<file path="src/hdl/tabx_pkg.sv">
// tabx_pkg: shared types and constants for the tab expander
// holds the request mode codes and the controller/datapath command and status structs
// no dependencies
package tabx_pkg;

   localparam int BYTE_W    = 8;
   localparam int MODE_W    = 2;
   localparam int STOP_IN_W = 12;
   localparam int SPACING_W = 11;
   localparam int COUNT_W   = 11;
   localparam int WORD_W    = 32;

   localparam logic [SPACING_W-1:0] SPACING_RESET = 11'd3;

   localparam logic [BYTE_W-1:0] CH_TAB   = 8'h09;
   localparam logic [BYTE_W-1:0] CH_NL    = 8'h0A;
   localparam logic [BYTE_W-1:0] CH_SPACE = 8'h20;

   typedef enum logic [MODE_W-1:0] {
      MODE_CHAR  = 2'd0,
      MODE_SET   = 2'd1,
      MODE_CLEAR = 2'd2,
      MODE_RSVD  = 2'd3
   } mode_type;

   typedef struct packed {
      logic latch;
      logic load_stop_col;
      logic load_stop_max;
      logic load_stop_mod;
      logic load_stop_scan;
      logic mod_start;
      logic mod_step;
      logic scan_start;
      logic scan_next;
      logic set_read;
      logic set_write;
      logic clear_map;
      logic emit;
   } cmd_type;

   typedef struct packed {
      mode_type mode;
      logic     is_tab;
      logic     col_past;
      logic     custom_used;
      logic     spacing_zero;
      logic     stop_ok;
      logic     mod_done;
      logic     scan_hit;
      logic     scan_last;
      logic     out_free;
   } status_type;

endpackage

</file>
<file path="src/hdl/tabx_stop_mem.sv">
// tabx_stop_mem: tab stop bit map, one word of stops per row, registered read
// row valid flops make reset and clear take effect at once
// depends on tabx_pkg
module tabx_stop_mem #(
   parameter int ROWS  = 32,
   parameter int ROW_W = 5
) (
   input  logic                        clock,
   input  logic                        reset,
   input  logic                        clear,
   input  logic                        rd_en,
   input  logic [ROW_W-1:0]            rd_addr,
   output logic [tabx_pkg::WORD_W-1:0] rd_data,
   input  logic                        wr_en,
   input  logic [ROW_W-1:0]            wr_addr,
   input  logic [tabx_pkg::WORD_W-1:0] wr_data
);

   logic [tabx_pkg::WORD_W-1:0] mem_ff [ROWS];
   logic [tabx_pkg::WORD_W-1:0] rd_word_ff;
   logic [ROWS-1:0]             row_valid_ff;
   logic                        rd_live_ff;

   always_ff @(posedge clock) begin
      if (wr_en) begin
         mem_ff[wr_addr] <= wr_data;
      end
      if (rd_en) begin
         rd_word_ff <= mem_ff[rd_addr];
      end
   end

   always_ff @(posedge clock) begin
      if (reset || clear) begin
         row_valid_ff <= '0;
         rd_live_ff   <= 1'b0;
      end else begin
         if (wr_en) begin
            row_valid_ff[wr_addr] <= 1'b1;
         end
         if (rd_en) begin
            rd_live_ff <= row_valid_ff[rd_addr];
         end
      end
   end

   // a row never written since the last clear reads as no stops
   assign rd_data = rd_live_ff ? rd_word_ff : '0;

endmodule

</file>
<file path="src/hdl/tabx_datapath.sv">
// tabx_datapath: request latch, column tracking, spacing remainder unit,
// stop map scan and response register; depends on tabx_pkg and tabx_stop_mem
module tabx_datapath #(
   parameter int MAX_COLUMNS = 1024
) (
   input  logic                              clock,
   input  logic                              reset,
   input  logic [tabx_pkg::MODE_W-1:0]       req_mode,
   input  logic [tabx_pkg::BYTE_W-1:0]       req_char_in,
   input  logic [tabx_pkg::STOP_IN_W-1:0]    req_stop_column,
   input  logic                              csr_valid,
   output logic                              csr_ready,
   input  logic [tabx_pkg::SPACING_W-1:0]    csr_default_spacing,
   output logic                              rsp_valid,
   input  logic                              rsp_ready,
   output logic [tabx_pkg::BYTE_W-1:0]       rsp_out_byte,
   output logic [tabx_pkg::COUNT_W-1:0]      rsp_repeat_count,
   input  tabx_pkg::cmd_type                 cmd,
   output tabx_pkg::status_type              status
);

   localparam int WORD_W = tabx_pkg::WORD_W;
   localparam int SP_W   = tabx_pkg::SPACING_W;
   localparam int COL_W  = $clog2(MAX_COLUMNS + 2);
   localparam int SUM_W  = $clog2(MAX_COLUMNS + 2050);
   localparam int BIT_W  = $clog2(WORD_W);
   localparam int ROWS   = (MAX_COLUMNS + WORD_W - 1) / WORD_W;
   localparam int ROW_W  = (ROWS > 1) ? $clog2(ROWS) : 1;
   localparam int CNT_W  = $clog2(COL_W + 1);

   localparam logic [COL_W-1:0] COL_MAX  = COL_W'(MAX_COLUMNS);
   localparam logic [COL_W-1:0] COL_END  = COL_W'(MAX_COLUMNS + 1);
   localparam logic [COL_W-1:0] COL_ONE  = COL_W'(1);
   localparam logic [ROW_W-1:0] ROW_LAST = ROW_W'(ROWS - 1);
   localparam logic [SUM_W-1:0] SUM_MAX  = SUM_W'(MAX_COLUMNS);
   localparam logic [SUM_W-1:0] SUM_ONE  = SUM_W'(1);

   // request and configuration registers
   tabx_pkg::mode_type                 mode_ff;
   logic [tabx_pkg::BYTE_W-1:0]        char_ff;
   logic [tabx_pkg::STOP_IN_W-1:0]     stopin_ff;
   logic [SP_W-1:0]                    spacing_ff;

   // column state
   logic [COL_W-1:0] column_ff, column_in;
   logic [COL_W-1:0] stop_ff, stop_in;
   logic             custom_ff, custom_in;

   // remainder unit
   logic [SP_W:0]      rem_ff, rem_in;
   logic [COL_W-1:0]   shift_ff, shift_in;
   logic [CNT_W-1:0]   mod_cnt_ff, mod_cnt_in;
   logic [SP_W:0]      trial;
   logic [SP_W:0]      sp_ext;
   logic [SP_W-1:0]    rem_word;
   logic [SUM_W-1:0]   gap;
   logic [SUM_W-1:0]   mod_stop_w;
   logic [COL_W-1:0]   mod_stop;

   // map scan
   logic [ROW_W-1:0]   scan_row_ff, scan_row_in;
   logic               scan_first_ff, scan_first_in;
   logic [SUM_W-1:0]   col_m1, set_m1;
   logic [ROW_W-1:0]   col_row, set_row;
   logic [BIT_W-1:0]   col_bit, set_bit, hit_bit;
   logic [WORD_W-1:0]  low_mask, masked;
   logic [SUM_W-1:0]   scan_stop_w;
   logic               mem_rd_en;
   logic [ROW_W-1:0]   mem_rd_addr;
   logic [WORD_W-1:0]  mem_rd_data;
   logic [WORD_W-1:0]  mem_wr_data;

   // response
   logic                          rsp_valid_ff, rsp_valid_in;
   logic [tabx_pkg::BYTE_W-1:0]   rsp_byte_ff;
   logic [tabx_pkg::COUNT_W-1:0]  rsp_count_ff;
   logic [SUM_W-1:0]              count_w;
   logic [COL_W-1:0]              advanced;

   assign csr_ready = 1'b1;

   always_ff @(posedge clock) begin
      if (reset) begin
         spacing_ff <= tabx_pkg::SPACING_RESET;
      end else if (csr_valid) begin
         spacing_ff <= csr_default_spacing;
      end
   end

   always_ff @(posedge clock) begin
      if (cmd.latch) begin
         mode_ff   <= tabx_pkg::mode_type'(req_mode);
         char_ff   <= req_char_in;
         stopin_ff <= req_stop_column;
      end
   end

   // ---------------- remainder of column by spacing, one bit a cycle
   assign sp_ext   = {1'b0, spacing_ff};
   assign trial    = {rem_ff[SP_W-1:0], shift_ff[COL_W-1]};
   assign rem_word = rem_ff[SP_W-1:0];
   assign gap      = SUM_W'(spacing_ff) - SUM_W'(rem_word);

   always_comb begin
      rem_in     = rem_ff;
      shift_in   = shift_ff;
      mod_cnt_in = mod_cnt_ff;
      if (cmd.mod_start) begin
         rem_in     = '0;
         shift_in   = column_ff;
         mod_cnt_in = CNT_W'(COL_W);
      end else if (cmd.mod_step) begin
         rem_in     = (trial >= sp_ext) ? trial - sp_ext : trial;
         shift_in   = {shift_ff[COL_W-2:0], 1'b0};
         mod_cnt_in = mod_cnt_ff - CNT_W'(1);
      end
   end

   // next multiple of spacing at or after the column, capped past the table
   always_comb begin
      mod_stop_w = (rem_word == '0) ? SUM_W'(column_ff) : SUM_W'(column_ff) + gap;
      mod_stop   = (mod_stop_w > SUM_MAX) ? COL_END : mod_stop_w[COL_W-1:0];
   end

   // ---------------- stop map access
   assign col_m1  = SUM_W'(column_ff) - SUM_ONE;
   assign col_row = col_m1[BIT_W +: ROW_W];
   assign col_bit = col_m1[BIT_W-1:0];
   assign set_m1  = SUM_W'(stopin_ff) - SUM_ONE;
   assign set_row = set_m1[BIT_W +: ROW_W];
   assign set_bit = set_m1[BIT_W-1:0];

   always_comb begin
      mem_rd_en = cmd.scan_start || cmd.scan_next || cmd.set_read;
      priority if (cmd.set_read) begin
         mem_rd_addr = set_row;
      end else if (cmd.scan_start) begin
         mem_rd_addr = col_row;
      end else begin
         mem_rd_addr = scan_row_ff + ROW_W'(1);
      end
   end

   always_comb begin
      scan_row_in   = scan_row_ff;
      scan_first_in = scan_first_ff;
      if (cmd.scan_start) begin
         scan_row_in   = col_row;
         scan_first_in = 1'b1;
      end else if (cmd.scan_next) begin
         scan_row_in   = scan_row_ff + ROW_W'(1);
         scan_first_in = 1'b0;
      end
   end

   // first row ignores stops left of the current column
   assign low_mask = (WORD_W'(1) << col_bit) - WORD_W'(1);
   assign masked   = mem_rd_data & (scan_first_ff ? ~low_mask : '1);

   always_comb begin
      hit_bit = '0;
      for (int i = WORD_W - 1; i >= 0; i--) begin
         if (masked[i]) begin
            hit_bit = BIT_W'(i);
         end
      end
   end

   assign scan_stop_w = SUM_W'({scan_row_ff, hit_bit}) + SUM_ONE;
   assign mem_wr_data = mem_rd_data | (WORD_W'(1) << set_bit);

   tabx_stop_mem #(
      .ROWS  (ROWS),
      .ROW_W (ROW_W)
   ) u_stop_mem (
      .clock   (clock),
      .reset   (reset),
      .clear   (cmd.clear_map),
      .rd_en   (mem_rd_en),
      .rd_addr (mem_rd_addr),
      .rd_data (mem_rd_data),
      .wr_en   (cmd.set_write),
      .wr_addr (set_row),
      .wr_data (mem_wr_data)
   );

   // ---------------- stop column, column and response
   always_comb begin
      priority if (cmd.load_stop_col) begin
         stop_in = column_ff;
      end else if (cmd.load_stop_max) begin
         stop_in = COL_END;
      end else if (cmd.load_stop_mod) begin
         stop_in = mod_stop;
      end else if (cmd.load_stop_scan) begin
         stop_in = scan_stop_w[COL_W-1:0];
      end else begin
         stop_in = stop_ff;
      end
   end

   assign count_w  = SUM_W'(stop_ff) - SUM_W'(column_ff) + SUM_ONE;
   assign advanced = (stop_ff == COL_END) ? COL_END : stop_ff + COL_ONE;

   always_comb begin
      column_in = column_ff;
      if (cmd.emit) begin
         column_in = (char_ff == tabx_pkg::CH_NL) ? COL_ONE : advanced;
      end
      custom_in = custom_ff;
      priority if (cmd.clear_map) begin
         custom_in = 1'b0;
      end else if (cmd.set_write) begin
         custom_in = 1'b1;
      end else begin
         custom_in = custom_ff;
      end
      rsp_valid_in = cmd.emit ? 1'b1 : (rsp_ready ? 1'b0 : rsp_valid_ff);
   end

   always_ff @(posedge clock) begin
      if (reset) begin
         column_ff     <= COL_ONE;
         custom_ff     <= 1'b0;
         rsp_valid_ff  <= 1'b0;
         mod_cnt_ff    <= '0;
         rem_ff        <= '0;
         scan_first_ff <= 1'b0;
      end else begin
         column_ff     <= column_in;
         custom_ff     <= custom_in;
         rsp_valid_ff  <= rsp_valid_in;
         mod_cnt_ff    <= mod_cnt_in;
         rem_ff        <= rem_in;
         scan_first_ff <= scan_first_in;
      end
   end

   always_ff @(posedge clock) begin
      stop_ff     <= stop_in;
      shift_ff    <= shift_in;
      scan_row_ff <= scan_row_in;
      if (cmd.emit) begin
         rsp_byte_ff  <= (char_ff == tabx_pkg::CH_TAB) ? tabx_pkg::CH_SPACE : char_ff;
         rsp_count_ff <= count_w[tabx_pkg::COUNT_W-1:0];
      end
   end

   assign rsp_valid        = rsp_valid_ff;
   assign rsp_out_byte     = rsp_byte_ff;
   assign rsp_repeat_count = rsp_count_ff;

   always_comb begin
      status.mode         = mode_ff;
      status.is_tab       = (char_ff == tabx_pkg::CH_TAB);
      status.col_past     = (column_ff > COL_MAX);
      status.custom_used  = custom_ff;
      status.spacing_zero = (spacing_ff == '0);
      status.stop_ok      = (stopin_ff != '0) && (SUM_W'(stopin_ff) <= SUM_MAX);
      status.mod_done     = (mod_cnt_ff == '0);
      status.scan_hit     = |masked;
      status.scan_last    = (scan_row_ff == ROW_LAST);
      status.out_free     = !rsp_valid_ff || rsp_ready;
   end

   a_emit_loads: assert property (@(posedge clock) disable iff (reset)
      cmd.emit |=> rsp_valid_ff)
      else $error("response not loaded after emit");

   a_rem_range: assert property (@(posedge clock) disable iff (reset)
      cmd.load_stop_mod |-> (rem_ff < sp_ext))
      else $error("remainder not below spacing");

   a_scan_range: assert property (@(posedge clock) disable iff (reset)
      cmd.load_stop_scan |-> (scan_stop_w >= SUM_W'(column_ff)) && (scan_stop_w <= SUM_MAX))
      else $error("scanned stop outside column range");

endmodule

</file>
<file path="src/hdl/tabx_ctrl.sv">
// tabx_ctrl: sequencer for the tab expander
// decodes each request and steps the datapath through it; depends on tabx_pkg
module tabx_ctrl (
   input  logic                  clock,
   input  logic                  reset,
   input  logic                  req_valid,
   output logic                  req_ready,
   input  tabx_pkg::status_type  status,
   output tabx_pkg::cmd_type     cmd
);

   typedef enum logic [5:0] {
      ST_IDLE     = 6'b000001,
      ST_DISPATCH = 6'b000010,
      ST_MOD      = 6'b000100,
      ST_SCAN     = 6'b001000,
      ST_SET      = 6'b010000,
      ST_EMIT     = 6'b100000
   } state_type;

   state_type state_ff, state_in;

   assign req_ready = (state_ff == ST_IDLE);

   always_comb begin
      cmd      = '0;
      state_in = state_ff;
      unique case (state_ff)
         ST_IDLE: begin
            if (req_valid) begin
               cmd.latch = 1'b1;
               state_in  = ST_DISPATCH;
            end
         end
         ST_DISPATCH: begin
            unique case (status.mode)
               tabx_pkg::MODE_SET: begin
                  if (status.stop_ok) begin
                     cmd.set_read = 1'b1;
                     state_in     = ST_SET;
                  end else begin
                     state_in = ST_IDLE;
                  end
               end
               tabx_pkg::MODE_CLEAR: begin
                  cmd.clear_map = 1'b1;
                  state_in      = ST_IDLE;
               end
               tabx_pkg::MODE_CHAR: begin
                  state_in = ST_EMIT;
                  priority if (!status.is_tab || status.col_past) begin
                     cmd.load_stop_col = 1'b1;
                  end else if (status.custom_used) begin
                     cmd.scan_start = 1'b1;
                     state_in       = ST_SCAN;
                  end else if (status.spacing_zero) begin
                     cmd.load_stop_max = 1'b1;
                  end else begin
                     cmd.mod_start = 1'b1;
                     state_in      = ST_MOD;
                  end
               end
               tabx_pkg::MODE_RSVD: begin
                  state_in = ST_IDLE;
               end
            endcase
         end
         ST_MOD: begin
            if (status.mod_done) begin
               cmd.load_stop_mod = 1'b1;
               state_in          = ST_EMIT;
            end else begin
               cmd.mod_step = 1'b1;
            end
         end
         ST_SCAN: begin
            priority if (status.scan_hit) begin
               cmd.load_stop_scan = 1'b1;
               state_in           = ST_EMIT;
            end else if (status.scan_last) begin
               // nothing left in the map: first column past the table
               cmd.load_stop_max = 1'b1;
               state_in          = ST_EMIT;
            end else begin
               cmd.scan_next = 1'b1;
            end
         end
         ST_SET: begin
            cmd.set_write = 1'b1;
            state_in      = ST_IDLE;
         end
         ST_EMIT: begin
            if (status.out_free) begin
               cmd.emit = 1'b1;
               state_in = ST_IDLE;
            end
         end
         default: begin
            state_in = ST_IDLE;
         end
      endcase
   end

   always_ff @(posedge clock) begin
      if (reset) begin
         state_ff <= ST_IDLE;
      end else begin
         state_ff <= state_in;
      end
   end

   a_emit_free: assert property (@(posedge clock) disable iff (reset)
      cmd.emit |-> status.out_free)
      else $error("emit while response register is full");

   a_accept_dispatch: assert property (@(posedge clock) disable iff (reset)
      (req_valid && req_ready) |=> (state_ff == ST_DISPATCH))
      else $error("accepted request not dispatched");

   a_scan_bound: assert property (@(posedge clock) disable iff (reset)
      cmd.scan_next |-> !status.scan_last)
      else $error("scan ran past the last map row");

endmodule

</file>
<file path="src/hdl/tab_expander_with_stop_table.sv">
// tab_expander_with_stop_table: top level, tabs to counted space runs
// depends on tabx_pkg, tabx_ctrl, tabx_datapath (with tabx_stop_mem)
//
//   channel  direction  ports                                            transfer
//   req      in         req_valid/ready, req_mode, req_char_in,           valid & ready
//                       req_stop_column
//   rsp      out        rsp_valid/ready, rsp_out_byte, rsp_repeat_count   valid & ready
//   csr      in         csr_valid/ready, csr_default_spacing              valid & ready
//
// one request at a time: a plain byte goes idle, dispatch, emit; a stop set goes idle,
// dispatch, set; a clear goes idle, dispatch. a tab with default stops runs the remainder
// unit before emit, one quotient bit per cycle; with custom stops it scans the map, one
// 32-column map row per cycle through the single read port
// reset is synchronous; the map is cleared at once by row valid bits, no sweep
// a full response register stalls the sequencer only once the next result is ready
module tab_expander_with_stop_table #(
   parameter int MAX_COLUMNS = 1024
) (
   input  logic                              clock,
   input  logic                              reset,
   input  logic                              req_valid,
   output logic                              req_ready,
   input  logic [tabx_pkg::MODE_W-1:0]       req_mode,
   input  logic [tabx_pkg::BYTE_W-1:0]       req_char_in,
   input  logic [tabx_pkg::STOP_IN_W-1:0]    req_stop_column,
   output logic                              rsp_valid,
   input  logic                              rsp_ready,
   output logic [tabx_pkg::BYTE_W-1:0]       rsp_out_byte,
   output logic [tabx_pkg::COUNT_W-1:0]      rsp_repeat_count,
   input  logic                              csr_valid,
   output logic                              csr_ready,
   input  logic [tabx_pkg::SPACING_W-1:0]    csr_default_spacing
);

   tabx_pkg::cmd_type    cmd;
   tabx_pkg::status_type status;

   tabx_ctrl u_ctrl (
      .clock     (clock),
      .reset     (reset),
      .req_valid (req_valid),
      .req_ready (req_ready),
      .status    (status),
      .cmd       (cmd)
   );

   tabx_datapath #(
      .MAX_COLUMNS (MAX_COLUMNS)
   ) u_datapath (
      .clock               (clock),
      .reset               (reset),
      .req_mode            (req_mode),
      .req_char_in         (req_char_in),
      .req_stop_column     (req_stop_column),
      .csr_valid           (csr_valid),
      .csr_ready           (csr_ready),
      .csr_default_spacing (csr_default_spacing),
      .rsp_valid           (rsp_valid),
      .rsp_ready           (rsp_ready),
      .rsp_out_byte        (rsp_out_byte),
      .rsp_repeat_count    (rsp_repeat_count),
      .cmd                 (cmd),
      .status              (status)
   );

endmodule

</file>
<file path="config.mk">
export PLATFORM = sky130hd
export DESIGN_NAME = tab_expander_with_stop_table
export DESIGN_NICKNAME = d
export VERILOG_FILES = /design/src/hdl/tabx_pkg.sv /design/src/hdl/tabx_stop_mem.sv /design/src/hdl/tabx_datapath.sv /design/src/hdl/tabx_ctrl.sv /design/src/hdl/tab_expander_with_stop_table.sv
export SDC_FILE = /design/constraint.sdc
export NUM_CORES = 2
export LEC_CHECK = 0
export BUFFER_PORTS_ARGS = -buffer_cell sky130_fd_sc_hd__buf_2
export CORE_MARGIN = 2
export CORE_UTILIZATION = 42
export CTS_BUF_LIST = sky130_fd_sc_hd__clkbuf_4 sky130_fd_sc_hd__clkbuf_8 sky130_fd_sc_hd__clkbuf_16
export DETAILED_ROUTE_END_ITERATION = 10
export GPL_TIMING_DRIVEN = 0
export HOLD_SLACK_MARGIN = 0.06
export SYNTH_ARGS = -nofsm -noshare
export SYNTH_HDL_FRONTEND = slang
export SYNTH_SLANG_ARGS = --single-unit
</file>
<file path="constraint.sdc">
create_clock -name clock -period 6.94 [get_ports clock]
set_input_delay 1.041 -clock clock [delete_from_list [all_inputs] [get_ports clock]]
set_output_delay 1.041 -clock clock [all_outputs]
set_load 0.1 [all_outputs]
</file>
==> results.json <==
{
  "tightestPinTransition_ns": 1.46,
  "yosys-top-cells-area": "edfxtp_1 (65%), nand2_1 (8.4%), nand3_1 (6.5%)",
  "startpoint": "u_datapath.column_ff[1]$_SDFFE_PP0P_",
  "cts_resized": 0,
  "synthesis.nets": 4494,
  "wl_met1_um": 67700,
  "grt_pass1_wl_um": 238000,
  "cts_root_buffer": "clkbuf_16",
  "crit_path_top_delay_cell": "a31oi_1",
  "die_area_mm2": 0.126,
  "cts_setup_buffers": 0,
  "final-max-slew-violation-count": 0,
  "finalCriticalPeriod_ns": 6.63,
  "cp_slowest_stage_delay_ns": 0.49,
  "core_mm2": 0.122,
  "critical-path-top-delay-family": "compound AO/OA/AOI/OAI gates",
  "place_worst_setup_slack_ns": 0.579,
  "required_ns": 7.43,
  "wl_um": 166000,
  "vias": 36900,
  "dr.pass1.iters": 8,
  "clk_pin_slew_ns": 0.07,
  "powerDensity_mw_per_mm2": 251,
  "initial_core_util_pct": 42.4,
  "seqCellArea_mm2": 0.0353,
  "insertion_delay_ns": 0.77,
  "syn_avg_cell_area_um2": 11.8,
  "n_fill_cell": 10700,
  "r2r_start": "u_datapath.column_ff[1]$_SDFFE_PP0P_",
  "path_class": "register to register",
  "status": "complete, no violations",
  "cp-start-kind": "register",
  "slew_headroom_pct": 2.63,
  "multiInputGateArea_mm2": 0.0154,
  "ant_nets": 0,
  "r2r_end": "u_datapath.stop_ff[8]$_DFFE_PP_",
  "hold_path.class": "primary input to register",
  "r2r_cells": 21,
  "rows": 128,
  "cts-buffers-inserted": 120,
  "rrSetupSlack_ns": 0.31,
  "ys_seq_elements": 1203,
  "grt_pass1_vias": 34600,
  "final_net_count": 4741,
  "cts_sinks": 1203,
  "grt_max_degree": 33,
  "clockBufferDepth": 3,
  "met2_length_um": 75900,
  "htree_levels": 3,
  "rsz0062_at_grt": "false",
  "dr.max_layer_used": "met5",
  "cp.arrival_ns": 7.11,
  "dpl.hpwl_um": 116000,
  "drive_gt1_share_pct": 11.7,
  "path_depth": 21,
  "fin_crit_sh_pct": 95.5,
  "drv_cap": 0,
  "syn_inst": 4394,
  "setup_violations": 0,
  "synth_flop_cell": "edfxtp_1",
  "async_reset_ff_share_pct": 0,
  "yosysWarnings": 0,
  "critPathMaxFanout": 10,
  "clock_skew_ns": 0.0380,
  "leakage_uw": 0.0213,
  "grt_util_all_layers_pct": 25.9,
  "cp-end-kind": "register",
  "cts_tree": "yes",
  "dieHeight_um": 355,
  "gp_congestion": 0.955,
  "antenna_found_initial": 4,
  "wire_per_inst_um": 26.0,
  "io_buffers": 57,
  "yosys.area.top_type": "edfxtp_1",
  "crit_top_cell": "buf_2",
  "synth_edf_count": 1124,
  "hold-worst-slack_ns": 0.453,
  "die_w_um": 355,
  "post_drt_via_cell_ratio": 5.79,
  "yosysTopAreaCellShare_pct": 65.2,
  "ir_drop_mv": 0.200,
  "grt-ovfl-total": 0,
  "io_pins": 60,
  "timing.final.ws_setup_ns": 0.315,
  "dr_wl_met3_um": 14300,
  "fmax_mhz": 151,
  "drt-initial-drc-count": 4482,
  "synth-seq-area-share_pct": 68.3,
  "timing_hold_violations_final": 0,
  "cts_hold_buf": 0,
  "final_util_pct": 49.1,
  "drc": 0,
  "cp_num_buf_inv": 5,
  "synth_area_mm2": 0.0518,
  "worstSetupEndpoint": "u_datapath.stop_ff[8]$_DFFE_PP_",
  "synthDistinctLibCells": 95,
  "area_growth_pct": 15.9,
  "crit_path_cell_trace": "buf_2, buf_2, buf_2, buf_2, nor2b_1, nand2_1, ha_1, clkbuf_1, or3b_2, a211oi_1, o21ai_0, a31oi_1, o211ai_1, a31oi_1, o211ai_1, a22oi_1, ha_1, nand2_1, nor3_2, xnor2_1, o221ai_1"
}
## cell usage in the layout, fill, tap and decap left out, types with 17 or more instances in the layout
cell type / count
nand3_1: 673
o221ai_1: 34
buf_1: 17
mux2i_1: 43
o21a_1: 43
clkbuf_4: 26
inv_1: 83
clkbuf_16: 121
a21oi_1: 61
nand4_1: 75
o211ai_1: 18
clkbuf_1: 119
nor3_1: 26
xnor2_1: 36
o21ai_0: 78
and4_1: 34
buf_12: 39
ha_1: 49
nor2_4: 28
buf_2: 172
o22ai_1: 17
nand2b_1: 20
nor4_1: 22
buf_6: 17
edfxtp_1: 1124
nor2_1: 127
clkinv_1: 21
dfxtp_1: 79
clkinv_2: 21
nand2_1: 1155
## power breakdown
part	leakage [uW]	switching [uW]	total [uW]	internal, uW
Sequential	0.0120	23.3	7930	7900
Combinational	0.00727	313	442	129
Clock	0.00199	2890	6680	3780
## metrics by stage
step                power, uW  cell area (um2)  setup TNS, ns  instances
floorplan                8310            51800              0       4394
global placement         8470            54100         -51.18       6076
detailed placement       8510            55900              0       6143
CTS                     15100            59900              0       6367
global route            15400            60000              0       6368
finish                  15000            60000              0       6371
## worst register-to-register path: cells and delay by family (launching register included)
family | cells | cell delay [ns]
AOI/OAI and AO/OA | 8 | 2.81
buffers and inverters | 5 | 1.37
and+or+nand+nor | 5 | 1.09
DFF | 1 | 0.47
adders and majority gates | 2 | 0.47
xor gates and xnor gates | 1 | 0.15
## per-layer routing
layer	GRT usage, %	up-vias
li1	-	16500
met1	35.4	18200
met2	41.0	1842
met3	4.19	293
met4	11.3	4
met5	0	-
## cells by family after synthesis
logic type / Yosys count / share of synthesized area [%]
fa+ha+maj: 62 / 1.69
other cells: 1 / 0.00725
buf+inv: 347 / 2.91
xor+xnor: 49 / 0.829
compound gates: 412 / 5.47
mux: 50 / 0.996
flops: 1203 / 68.3
simple gates: 2270 / 19.8
## worst min path at each step
stage / from / end / slack (ns) / cells past startpoint
after floorplan: u_datapath.u_stop_mem.row_valid_ff[0]$_SDFFE_PP0P_ / u_datapath.u_stop_mem.row_valid_ff[0]$_SDFFE_PP0P_ / 0.44 / 1
after global placement: u_datapath.u_stop_mem.row_valid_ff[5]$_SDFFE_PP0P_ / u_datapath.u_stop_mem.row_valid_ff[5]$_SDFFE_PP0P_ / 0.45 / 1
after detailed placement: u_datapath.u_stop_mem.row_valid_ff[5]$_SDFFE_PP0P_ / u_datapath.u_stop_mem.row_valid_ff[5]$_SDFFE_PP0P_ / 0.45 / 1
after CTS: req_stop_column[4] / u_datapath.stopin_ff[4]$_DFFE_PP_ / 0.40 / 1
after global routing: req_stop_column[4] / u_datapath.stopin_ff[4]$_DFFE_PP_ / 0.43 / 1
final: req_stop_column[4] / u_datapath.stopin_ff[4]$_DFFE_PP_ / 0.45 / 1
## cells in the mapped netlist (all sizes together), types with 43 or more instances
cell type and number:
buf 143, o21a 43, o21ai 102, nand3 674, nand2 1155, mux2i 44
inv 83, ha 49, clkbuf 119, edfxtp 1124, nand4 76, dfxtp 79
nor2 157, a21oi 62
## final cells by class
type                    instances  area share [%]
inverters                      85           0.532
clock buffers                 148            5.40
clock inverters                76            1.35
well taps                    1625            3.39
multi-input cells            2844            25.8
diodes                          3          0.0125
plain buffers                 262            1.98
repair buffers                125            2.67
flip-flops and latches       1203            58.9
## sequential cells by signal, indices dropped and copies added, names as in the netlist, 11 cells and up
register / flops
u_datapath.stop_ff: 11
u_datapath.shift_ff: 11
u_datapath.stopin_ff: 12
u_datapath.u_stop_mem.row_valid_ff: 32
u_datapath.spacing_ff: 11
u_datapath.u_stop_mem.mem_ff: 1024
u_datapath.rsp_repeat_count: 11
u_datapath.rem_ff: 11
u_datapath.column_ff: 11
u_datapath.u_stop_mem.rd_word_ff: 32
Power figures use the tool's default switching activity.
